<file path="src/sv/hma_pkg.sv">
// shared constants, types and helper functions of the hull moving average block
package hma_pkg;

    localparam int PERIOD_MAX     = 256;
    localparam int PERIOD_BITS    = 9;
    localparam int ADDR_BITS      = $clog2(PERIOD_MAX);
    localparam int ROOT_MAX       = 16;
    localparam int ROOT_ADDR_BITS = $clog2(ROOT_MAX);
    localparam int ROOT_BITS      = $clog2(ROOT_MAX + 1);
    localparam int SAMPLE_BITS    = 32;
    localparam int DIFF_BITS      = SAMPLE_BITS + 2;
    localparam int FLAT_BITS      = 40;
    localparam int WSUM_BITS      = 48;
    localparam int SEEN_BITS      = 10;
    localparam int SEEN_CAP       = 1023;
    localparam int DIVISOR_BITS   = 17;
    localparam int DIV_STEPS      = WSUM_BITS / 2;
    localparam int DIV_CNT_BITS   = $clog2(DIV_STEPS);
    localparam int PERIOD_RESET   = 16;

    typedef enum logic [3:0] {
        S_IDLE,
        S_UPD,
        S_DF_GO,
        S_DF_WAIT,
        S_DH_GO,
        S_DH_WAIT,
        S_DIFF,
        S_DR_GO,
        S_DR_WAIT,
        S_OUT,
        S_FIN
    } t_state;

    typedef enum logic [1:0] {
        DIV_FULL,
        DIV_HALF,
        DIV_ROOT
    } t_div_sel;

    typedef struct packed {
        logic     cfg_we;
        logic     load;
        logic     warm;
        logic     acc;
        logic     div_go;
        t_div_sel div_sel;
        logic     cap_full;
        logic     cap_half;
        logic     diff;
        logic     emit;
        logic     fin;
    } t_cmd;

    typedef struct packed {
        logic warm;
        logic emit;
        logic div_done;
        logic out_free;
    } t_status;

    // floor of the square root, at least 1 and capped at ROOT_MAX
    function automatic logic [ROOT_BITS-1:0] isqrt(input logic [PERIOD_BITS-1:0] n);
        logic [ROOT_BITS-1:0] r;
        r = ROOT_BITS'(1);
        for (int k = 1; k <= ROOT_MAX; k++) begin
            if (k * k <= int'(n)) begin
                r = ROOT_BITS'(k);
            end
        end
        return r;
    endfunction

endpackage

</file>
<file path="src/sv/hma_ctrl.sv">
// controller state machine sequencing one item through the datapath
module hma_ctrl import hma_pkg::*; (
    input  logic    i_clk,
    input  logic    i_rst_n,
    input  logic    i_sample_valid,
    output logic    o_sample_stall,
    input  logic    i_cfg_valid,
    output logic    o_cfg_ready,
    input  t_status i_status,
    output t_cmd    o_cmd
);

    t_state r_state;
    t_state n_state;

    always_ff @(posedge i_clk) begin
        if (!i_rst_n) begin
            r_state <= S_IDLE;
        end else begin
            r_state <= n_state;
        end
    end

    always_comb begin
        n_state = r_state;
        case (r_state)
            S_IDLE: begin
                if (!i_cfg_valid && i_sample_valid) n_state = S_UPD;
            end
            S_UPD: begin
                n_state = i_status.warm ? S_IDLE : S_DF_GO;
            end
            S_DF_GO:   n_state = S_DF_WAIT;
            S_DF_WAIT: begin
                if (i_status.div_done) n_state = S_DH_GO;
            end
            S_DH_GO:   n_state = S_DH_WAIT;
            S_DH_WAIT: begin
                if (i_status.div_done) n_state = S_DIFF;
            end
            S_DIFF: begin
                n_state = i_status.emit ? S_DR_GO : S_FIN;
            end
            S_DR_GO:   n_state = S_DR_WAIT;
            S_DR_WAIT: begin
                if (i_status.div_done) n_state = S_OUT;
            end
            S_OUT: begin
                if (i_status.out_free) n_state = S_FIN;
            end
            S_FIN:     n_state = S_IDLE;
            default:   n_state = S_IDLE;
        endcase
    end

    always_comb begin
        o_cmd          = '0;
        o_cmd.div_sel  = DIV_FULL;
        o_sample_stall = 1'b1;
        o_cfg_ready    = 1'b0;
        case (r_state)
            S_IDLE: begin
                o_cfg_ready    = 1'b1;
                o_sample_stall = i_cfg_valid;
                o_cmd.cfg_we   = i_cfg_valid;
                o_cmd.load     = !i_cfg_valid && i_sample_valid;
            end
            S_UPD: begin
                o_cmd.warm = i_status.warm;
                o_cmd.acc  = !i_status.warm;
            end
            S_DF_GO:   o_cmd.div_go = 1'b1;
            S_DF_WAIT: o_cmd.cap_full = i_status.div_done;
            S_DH_GO: begin
                o_cmd.div_go  = 1'b1;
                o_cmd.div_sel = DIV_HALF;
            end
            S_DH_WAIT: o_cmd.cap_half = i_status.div_done;
            S_DIFF:    o_cmd.diff = 1'b1;
            S_DR_GO: begin
                o_cmd.div_go  = 1'b1;
                o_cmd.div_sel = DIV_ROOT;
            end
            S_DR_WAIT: o_cmd.div_sel = DIV_ROOT;
            S_OUT:     o_cmd.emit = i_status.out_free;
            S_FIN:     o_cmd.fin = 1'b1;
            default:   o_cmd = '0;
        endcase
    end

endmodule

</file>
<file path="config.mk">
export PLATFORM = sky130hd
export DESIGN_NAME = hma_ctrl
export DESIGN_NICKNAME = d
export VERILOG_FILES = /design/src/sv/hma_pkg.sv /design/src/sv/hma_ctrl.sv
export SDC_FILE = /design/constraint.sdc
export NUM_CORES = 1
export LEC_CHECK = 0
export ABC_AREA = 1
export BUFFER_PORTS_ARGS = -buffer_cell sky130_fd_sc_hd__buf_4
export CAP_MARGIN = 15
export CORE_AREA = 2 2 39 41
export CTS_CLUSTER_DIAMETER = 80
export CTS_CLUSTER_SIZE = 20
export DETAILED_ROUTE_END_ITERATION = 10
export DIE_AREA = 0 0 41 43
export PLACE_DENSITY = 0.67
export SETUP_SLACK_MARGIN = 0.5
export SKIP_CTS_REPAIR_TIMING = 1
export SLEW_MARGIN = 15
export SYNTH_ARGS = -nofsm -noshare
export SYNTH_HDL_FRONTEND = slang
export SYNTH_SLANG_ARGS = --single-unit
</file>
<file path="constraint.sdc">
create_clock -name i_clk -period 1.15 [get_ports i_clk]
set_input_delay 0.23 -clock i_clk [delete_from_list [all_inputs] [get_ports i_clk]]
set_output_delay 0.23 -clock i_clk [all_outputs]
set_load 0.03 [all_outputs]
</file>
# After elaboration in Yosys (flattened, before gate mapping)
# Cells that the tools add are included.
word_totals:
  reg_bits: 4
  output_inout_bits: 14
  word_cells: 42
classes:
  eq_ne: 15
  mux: 19
  reduce_logical: 7
op_table:
  columns: ["operator", "count"]
  rows:
  - ["$pmux W4 S10", 1]
  - ["$mux W4", 6]
  - ["$eq A4 B3 Y1 const B", 4]
  - ["$eq A4 B4 Y1 const B", 3]
  - ["$ne A2 B2 Y1 const B", 5]
  - ["$eq A4 B2 Y1 const B", 2]
  - ["$mux W1", 8]
  - ["$mux W2", 3]
  - ["$reduce_and A5 Y1", 1]
  - ["$eq A4 B1 Y1 const B", 1]
  - ["$logic_not A4 Y1", 1]
  - ["$pmux W2 S2", 1]
  - ["$reduce_or A3 Y1", 1]
  - ["$logic_not A1 Y1", 2]
  - ["$reduce_or A2 Y1", 1]
  - ["$logic_and A1 B1 Y1", 1]

# Longest topological paths before layout
# Gate-level depths: netlist of run 1.
depth:
  depth_word: 4
  mapped_depth: 9
  mapped_depth_nobuf: 9

# Least setup slack after synthesis of run 1
# Ideal clock, no wire load.
synth_path:
  kind: "register to output"
  startpoint: "reg r_state[3]"
  endpoint: "out o_cmd[10] (netlist name)"
  arrival_time_ns: 1.659
  required_ns: 0.920
  path_slack_ns: -0.739
  path_stages_with_launch: 6
  n_path_buf: 0
  cell_sequence: "dfxtp_1 > nor2_1 > inv_1 > nor2_1 > inv_1 > nor2_1"
synth_rtl:
  columns: ["item", "line", "rtl"]
  rows:
  - ["start, declared", "hma_ctrl.sv:13", "t_state r_state;"]
  - ["start signal, assigned", "hma_ctrl.sv:20", "r_state <= n_state;"]
  - ["end, declared", "hma_ctrl.sv:10", "output t_cmd o_cmd"]

==> impl_metrics.toml, run 1 <==
[outcome]
outcome = "finished with violations"
violations = "negative setup slack"

[global_route]
grt_max_degree = 7
first_global_vias = 577
overflow = 0
antenna_found_initial = 0
track_usage_pct = 17.8
grt_first_pass_wirelength_um = 2150

[routing]
antenna_left = 0
wirelength_um = 1480
drcViolationCount = 0
via_per_inst = 4.47
vias = 630
drtIter0Drc = 3
post_drt_wl_per_cell_um = 10.5
dr.pass1.iters = 4

[critical_path]
crit_arrival_ps = 1220
crit_path_start = "r_state[3]"
r2r-start = "r_state[3]"
worstPathMaxFanout = 4
crit_required_ps = 920
reg2reg_depth = 10
end_kind = "primary output"
startpoint_type = "flip-flop"
path_class = "reg2out"
r2r_setup_slack_ps = -130
rr_endpoint = "r_state[2]"

[layout]
area_growth_pct = 145
drive_gt1_share_pct = 69.6
largest_reg_flops = 4
antenna_cells = 0
nets = 134
largestRegisters = "r_state x4"
n_fill_cell = 109
top_register = "r_state"

[logic_synthesis]
synth_warnings = 0
yosysSeqAreaShare_pct = 19.9
async_flop_share_pct = 0
synth.most_common_cell = "nand2_1"
synth_fp_nets = 86
synth_top_cell_by_area = "dfxtp_1"
synthAdderAreaFrac_pct = 0
syn_avg_cell_area_um2 = 5.15
synth_top_area_share_pct = 19.9
muxShareOfSynthArea_pct = 0
synth_top_cells_by_count = "20 x nand2_1, 17 x inv_1, 15 x nor2_1"
ys_seq_elements = 4
synth_compound_area_share_pct = 3.74
yosys.area_share.simple_pct = 60.4
synth_cell_types = 12
synth-edff-count = 0
synthesis.area_um2 = 402
synth_ff_type = "dfxtp_1"
ys_top_cells_by_area = "dfxtp_1 20%, nand2_1 19%, inv_1 16%, nor2_1 14%, nand3_1 8.7%"
synth_top_family_by_area = "simple AND/OR/NAND/NOR gates"
synthXorXnorAreaFrac_pct = 0
postSynthCellCount = 78

[cts]
cts_buffers = 3
cts_tree = "yes"
htreeDepth = 1
clockBufferDepth = 2
clkTransAtPathRegs_ps = 40
root_buffer = "clkbuf_4"
clock-sinks = 4
clock_latency_ps = 240

[die]
rows = 14
die_h_um = 43
core-area_mm2 = 0.00138
initial_core_util_pct = 29.0
die_width_um = 41
die_area_mm2 = 0.00176
io_pins = 22

[sta]
setup_viol_count_final = 17
maxSlewViolCount = 0
post-route-min-period_ps = 1450
finalCritPeriodShare_pct = 126
hold_viol_final = 0
tightest_slew_ps = 248
finalClockSkew_ps = 2.07
max_freq_ghz = 0.689
setup_tns_ps = -3890
slew_headroom_pct = 83.5
fin_ws_ps = -300
rsz0062_at_grt = "yes"

[power_and_ir_drop]
irDropWorstVdd_mv = 1.33
powerDensity_mw_per_mm2 = 2170
p_leak_nw = 0.514
finalPower_mw = 2.14

[worst_hold_path]
hp-start = "i_rst_n"
hold_depth = 3
worstHoldPathType = "in2reg"
worstHoldEndpoint = "r_state[0]"

[placement]
dp_slack_ps = -186
hpwl_um = 1150
port_buffers = 21
place_congestion = 0.837

[run]
cap_violations = 0
[final cells by class]
cell class                 count  area (µm²)  area share, %
clock buffer                   4        26.3           2.66
inverter                      17        68.8           6.98
multi-input combinational     57         404           41.0
sequential                     4        95.1           9.64
tap                           16        20.0           2.03
timing repair buffer          43         372           37.7
[metal layers]
| metal | routed length [µm] | GRT usage, % | up-vias |
|---|---|---|---|
| li1 | - | - | 332 |
| met1 | 539 | 19.3 | 281 |
| met2 | 871 | 30.9 | 15 |
| met3 | 52 | 3.14 | 2 |
| met4 | 21 | 8.00 | 0 |
| met5 | 0 | 0 | - |
[cell families after synthesis]
| kind of cell | Yosys count |
|---|---|
| and+or+nand+nor | 54 |
| buffers and inverters | 17 |
| DFF | 4 |
| AOI/OAI and AO/OA | 3 |
[through the flow]
| stage | cells | hold slack, ps | area (µm²) | util [%] |
|---|---|---|---|---|
| after floorplan | 78 | 341 | 509 | - |
| after global placement | 133 | 468 | 822 | 59.4 |
| after detailed placement | 133 | 477 | 822 | 59.4 |
| after CTS | 137 | 227 | 848 | 61.3 |
| after global routing | 141 | 240 | 986 | 71.2 |
| final | 141 | 226 | 986 | 71.2 |
[worst max-delay path, cell delays in order, from the launching register on]
cell and delay, ps:
dfxtp_4 350, nor2_4 160, inv_2 80, nor2_4 110, inv_2 70, nor2_4 80
buf_6 130
[report_power, final]
group	total, mW	internal (mW)	switching (mW)
Sequential	0.294	0.201	0.0940
Clock	0.198	0.131	0.0674
Combinational	1.65	0.756	0.891
Total	2.14	1.09	1.05
[worst max-delay path by stage]
stage	endpoint	slack, ps	depth (start not counted)
floorplan	o_cmd[10]	-180	5
global placement	o_cmd[7]	-180	6
detailed placement	o_cmd[7]	-190	6
CTS	o_cmd[7]	-450	6
global route	o_cmd[10]	-360	6
finish	o_cmd[10]	-300	6
[layout by cell type, fill, tap and decap left out]
| cell | netlist | routed |
|---|---|---|
| nor2_4 | 0 | 12 |
| inv_1 | 17 | 10 |
| nor3_2 | 0 | 2 |
| clkbuf_1 | 0 | 1 |
| nand2_2 | 4 | 9 |
| nand3_2 | 1 | 2 |
| buf_6 | 0 | 13 |
| inv_2 | 0 | 6 |
| a21oi_2 | 0 | 1 |
| buf_4 | 0 | 30 |
| nand4_1 | 1 | 1 |
| inv_6 | 0 | 1 |
| clkbuf_4 | 0 | 3 |
| nand2_4 | 0 | 2 |
| nor2_2 | 3 | 1 |
| nor2_1 | 15 | 5 |
| dfxtp_4 | 0 | 4 |
| a21oi_1 | 3 | 2 |
| nand2_1 | 20 | 13 |
| nand3_1 | 7 | 6 |
| nor4_4 | 0 | 1 |
Note: power is estimated with default switching activity, not from simulation.
==> inputs of run 2 (changes only) <==
--- a/config.mk
+++ b/config.mk
@@ -6,7 +6,7 @@
 export NUM_CORES = 1
 export LEC_CHECK = 0
 export ABC_AREA = 1
-export BUFFER_PORTS_ARGS = -buffer_cell sky130_fd_sc_hd__buf_4
+export BUFFER_PORTS_ARGS = -buffer_cell sky130_fd_sc_hd__buf_2
 export CAP_MARGIN = 15
 export CORE_AREA = 2 2 39 41
 export CTS_CLUSTER_DIAMETER = 80
==> run 2 against run 1 <==
  * The flow still finishes with violations (negative setup slack)
  * Critical path depth is 1 lower
  * Power is 0.48% higher
  * Hold slack better by 2.8 ps
  * Register-to-register slack hardly changed
  * Clock-buffer cell count stayed put
  * Die area stayed put
  * Routed wire length is 1.2% higher
  * Utilization is 0.090 points higher
  * Combinational power hardly changed
==> impl_metrics.toml, run 2 (synthesis gave the netlist of run 1 again) <==
[die]
io_pins = 22
die_h_um = 43
die_width_um = 41
initial_core_util_pct = 29.0
core-area_mm2 = 0.00138
rows = 14
die_area_mm2 = 0.00176

[global_route]
overflow = 0
antenna_found_initial = 0
first_global_vias = 543
grt_first_pass_wirelength_um = 1960
grt_max_degree = 7
track_usage_pct = 16.3

[placement]
hpwl_um = 1110
port_buffers = 21
place_congestion = 0.843
place_area_um2 = 769

[sta]
setup_viol_count_final = 17
post-route-min-period_ps = 1480
finalCritPeriodShare_pct = 129
tightest_slew_ps = 240
setup_tns_ps = -3860
maxSlewViolCount = 0
finalClockSkew_ps = 1.33
fin_ws_ps = -334
slew_headroom_pct = 84.0
rsz0062_at_grt = "yes"
hold_viol_final = 0
max_freq_ghz = 0.674

[critical_path]
cp.buffers_inverters = 2
cp_slowest_cell = "dfxtp_2"
path_class = "reg2out"
end_kind = "primary output"
crit_required_ps = 920
worstPathMaxFanout = 3
startpoint_type = "flip-flop"
critical_path.max_stage_delay_ps = 370
cp_cell_sequence = "inv_2 -> nor2_2 -> nand2_1 -> nand2_4 -> clkbuf_4"
cpLargestDelayFamily = "simple AND/OR/NAND/NOR gates"
crit_arrival_ps = 1250

[outcome]
outcome = "finished with violations"
violations = "negative setup slack"

[layout]
final_area_um2 = 987
final_common_cell = "buf_4"
antenna_cells = 0
final_cell_mix = "18 x buf_4, 17 x buf_6, 13 x nand2_1, 12 x nor2_4, 10 x inv_1"
area_growth_pct = 146
final_core_util_pct = 71.3
largest_reg_flops = 4
nets = 134
largestRegisters = "r_state x4"
drive_gt1_share_pct = 71.2
top_register = "r_state"

[power_and_ir_drop]
swShare_pct = 49.6
p_leak_nw = 0.500
power_frac_clock_pct = 8.9
intPower_mw = 1.08
combPwrFrac_pct = 77.3
finalPower_mw = 2.15
pwr-share-seq_pct = 13.8
irDropWorstVdd_mv = 1.67
p_sw_mw = 1.07
powerDensity_mw_per_mm2 = 2180

[cts]
clockBufferDepth = 2
clock-sinks = 4
clkTransAtPathRegs_ps = 40
cts_tree = "yes"
root_buffer = "clkbuf_4"
htreeDepth = 1
clock_latency_ps = 230
cts_buffers = 3

[routing]
wirelength_um = 1500
antenna_left = 0
post_drt_wl_per_cell_um = 10.7
vias = 658
drtIter0Drc = 3
via_per_inst = 4.67
drcViolationCount = 0
dr.pass1.iters = 3

[run]
cap_violations = 0

[worst_hold_path]
worstHoldPathType = "in2reg"
[run 2: power by group through the flow]
| stage | logic [mW] | clock network, mW | registers (mW) |
|---|---|---|---|
| after floorplan | 0.868 | 0 | 0.258 |
| after global placement | 1.28 | 0 | 0.258 |
| after detailed placement | 1.30 | 0 | 0.260 |
| after CTS | 1.30 | 0.199 | 0.258 |
| after global routing | 1.80 | 0.208 | 0.303 |
| final | 1.66 | 0.190 | 0.297 |
[run 2: worst reg2reg max path, stage by stage (launching register included)]
cell     delay, ps
dfxtp_2        340
nor2_4         160
buf_6          120
nand2_4         60
buf_6          110
nand3_2         60
nand2_2         60
nand2_2         90
nand2_1         60
nand2_1         60
nor2_1          30
[run 2: per-layer routing]
| metal | part of all wire [%] | wire (µm) | track usage [%] |
|---|---|---|---|
| met1 | 38 | 566 | 17.7 |
| met4 | 0 | 0 | 2.00 |
| met5 | 0 | 0 | 0 |
| met2 | 58 | 867 | 28.7 |
| met3 | 4.5 | 68 | 6.28 |
[run 2: cell type report]
| cell class | count | area (µm²) |
|---|---|---|
| clock buffers | 4 | 26.3 |
| flip-flops and latches | 4 | 92.6 |
| repair buffers | 43 | 369 |
| well taps | 16 | 20.0 |
| fillers | 106 | 397 |
| inverters | 17 | 66.3 |
| multi-input cells | 57 | 413 |
[run 2: final timing paths]
path	from	end	slack, ps	cells past startpoint
setup reg to reg	r_state[3]	r_state[1]	-120	10
setup / recovery	r_state[3]	o_cmd[6]	-330	5
hold / removal	i_rst_n	r_state[1]	230	3
hold reg to reg	r_state[1]	r_state[1]	650	4
[run 2: through the flow]
stage               std cells  setup slack, ps  hold slack [ps]
detailed placement        133             -203              484
floorplan                  78             -185              341
finish                    141             -334              229
CTS                       137             -466              233
global route              141             -410              234
global placement          133             -185              474
==> inputs of run 3 (changes only) <==
--- a/config.mk
+++ b/config.mk
@@ -8,14 +8,15 @@
 export ABC_AREA = 1
 export BUFFER_PORTS_ARGS = -buffer_cell sky130_fd_sc_hd__buf_2
 export CAP_MARGIN = 15
-export CORE_AREA = 2 2 39 41
+export CELL_PAD_IN_SITES_DETAIL_PLACEMENT = 1
+export CELL_PAD_IN_SITES_GLOBAL_PLACEMENT = 1
+export CORE_AREA = 2 2 45 47
 export CTS_CLUSTER_DIAMETER = 80
 export CTS_CLUSTER_SIZE = 20
 export DETAILED_ROUTE_END_ITERATION = 10
-export DIE_AREA = 0 0 41 43
-export PLACE_DENSITY = 0.67
+export DIE_AREA = 0 0 47 49
+export PLACE_DENSITY = 0.77
 export SETUP_SLACK_MARGIN = 0.5
-export SKIP_CTS_REPAIR_TIMING = 1
 export SLEW_MARGIN = 15
 export SYNTH_ARGS = -nofsm -noshare
 export SYNTH_HDL_FRONTEND = slang
==> run 3 against run 2 <==
  * The run still ends with negative setup slack left
  * Largest cell class unchanged
  * Combinational power up 7%
  * Final cell count up 9.2%
  * Clock-buffer cell count unchanged
  * Largest power group unchanged
  * Power up 5.3%
  * Register-to-register slack worse by 100 ps
  * Critical path type unchanged
  * Flip-flop and latch count unchanged
  * Global-route usage up 6.1 points
  * Clock power up 3%
  * Clock skew up 0.58 ps
  * Non-clock buffer count up 2
  * Critical path depth down 2
==> impl_metrics.toml, run 3 (synthesis gave the netlist of run 1 again) <==
[layout]
area_growth_pct = 155
final_core_util_pct = 55.6
top_register = "r_state"
drive_gt1_share_pct = 74.0
antenna_cells = 0
n_fill_cell = 243
largest_reg_flops = 4
final_cell_mix = "24 x buf_4, 14 x buf_6, 13 x nor2_4, 13 x nand2_1, 8 x inv_1"
final_common_cell = "buf_4"
nets = 136
largestRegisters = "r_state x4"

[worst_hold_path]
worstHoldPathType = "in2reg"

[routing]
dr.pass1.iters = 4
post_drt_wl_per_cell_um = 15.3
drcViolationCount = 0
wirelength_um = 2350
drtIter0Drc = 5
via_per_inst = 4.48
vias = 690
antenna_left = 0

[global_route]
track_usage_pct = 22.4
overflow = 0
grt_first_pass_wirelength_um = 3640
antenna_found_initial = 0
grt_max_degree = 7
first_global_vias = 789

[sta]
fin_ws_ps = -327
post-route-min-period_ps = 1480
hold_viol_final = 0
rsz0062_at_grt = "yes"
maxSlewViolCount = 0
timing.hold.ws_ps = 230
finalClockSkew_ps = 1.91
finalCritPeriodShare_pct = 128
tightest_slew_ps = 252
setup_viol_count_final = 18
slew_headroom_pct = 83.2
max_freq_ghz = 0.677

[critical_path]
crit_required_ps = 920
path_class = "reg2out"
worstPathMaxFanout = 6
startpoint_type = "flip-flop"
crit_arrival_ps = 1250
end_kind = "primary output"

[placement]
port_buffers = 21
dp_slack_ps = -228
place_congestion = 0.811
hpwl_um = 1450

[cts]
root_buffer = "clkbuf_4"
clockBufferDepth = 2
cts_tree = "yes"
clock_latency_ps = 240
clock-sinks = 4
clkTransAtPathRegs_ps = 40
htreeDepth = 1
cts_buffers = 3
ctsHoldBuffers = 0

[die]
io_pins = 22
die_h_um = 49
rows = 16
die_area_mm2 = 0.00230
initial_core_util_pct = 21.8
die_width_um = 47
core-area_mm2 = 0.00184

[power_and_ir_drop]
powerDensity_mw_per_mm2 = 2210
irDropWorstVdd_mv = 1.28
p_leak_nw = 0.516

[outcome]
violations = "negative setup slack"
outcome = "finished with violations"

[run]
cap_violations = 0
==> run 3: cell types whose count changed in the layout (fill, tap and decap cells not counted), moves of 2 or more <==
cell     previous run  this run
buf_6              17        14
nand2_4             2         4
nand2_2             9         7
buf_4              18        24
nor2_1              5         3
inv_1              10         8
==> run 3: stage by stage <==
step	setup TNS, ps	cell area [µm²]	power [mW]	std cells
2_1_floorplan	-1020	509	1.13	78
3_3_place_gp	-1370	783	1.54	144
3_5_place_dp	-1820	783	1.57	144
4_1_cts	-3780	983	2.11	153
5_1_grt	-5470	1020	2.42	154
6_report	-4360	1020	2.27	154
==> run 3: final timing paths <==
kind                   start         end  slack (ps)  depth (start not counted)
setup / recovery  r_state[1]    o_cmd[9]        -330                          3
setup reg to reg  r_state[3]  r_state[1]        -220                         10
hold reg to reg   r_state[1]  r_state[1]         710                          4
hold / removal       i_rst_n  r_state[0]         230                          3
==> run 3: final cells by class <==
class | instances | area, µm² | area share, %
inverters | 17 | 68.8 | 6.72
repair buffers | 45 | 373 | 36.4
well taps | 27 | 33.8 | 3.30
clock buffers | 4 | 26.3 | 2.56
flip-flops and latches | 4 | 95.1 | 9.28
multi-input cells | 57 | 428 | 41.8
==> run 3: worst max-delay path: stages, from the launching register on <==
cell and delay (ps):
dfxtp_4 380, buf_6 130, nor4_4 290, buf_4 210
==> run 3: routing by layer <==
metal	track usage (%)	vias up	wire length [µm]
li1	-	337	-
met1	25.4	323	914
met2	39.0	24	1300
met3	5.93	6	87
met4	6.48	0	56
met5	0	-	0
==> run 3: what timing repair did <==
item,CTS,global route
pin swaps,8,4
gates cloned,0,0
buffers inserted,5,1
endpoints found under the hold margin,0,0
endpoints found under the setup margin,18,18
resized for setup,45,13
==> run 3: power by group <==
part           total [mW]  switching (mW)  internal, mW
registers           0.302           0.102         0.201
logic                1.77            1.00         0.767
clock network       0.196          0.0656         0.131
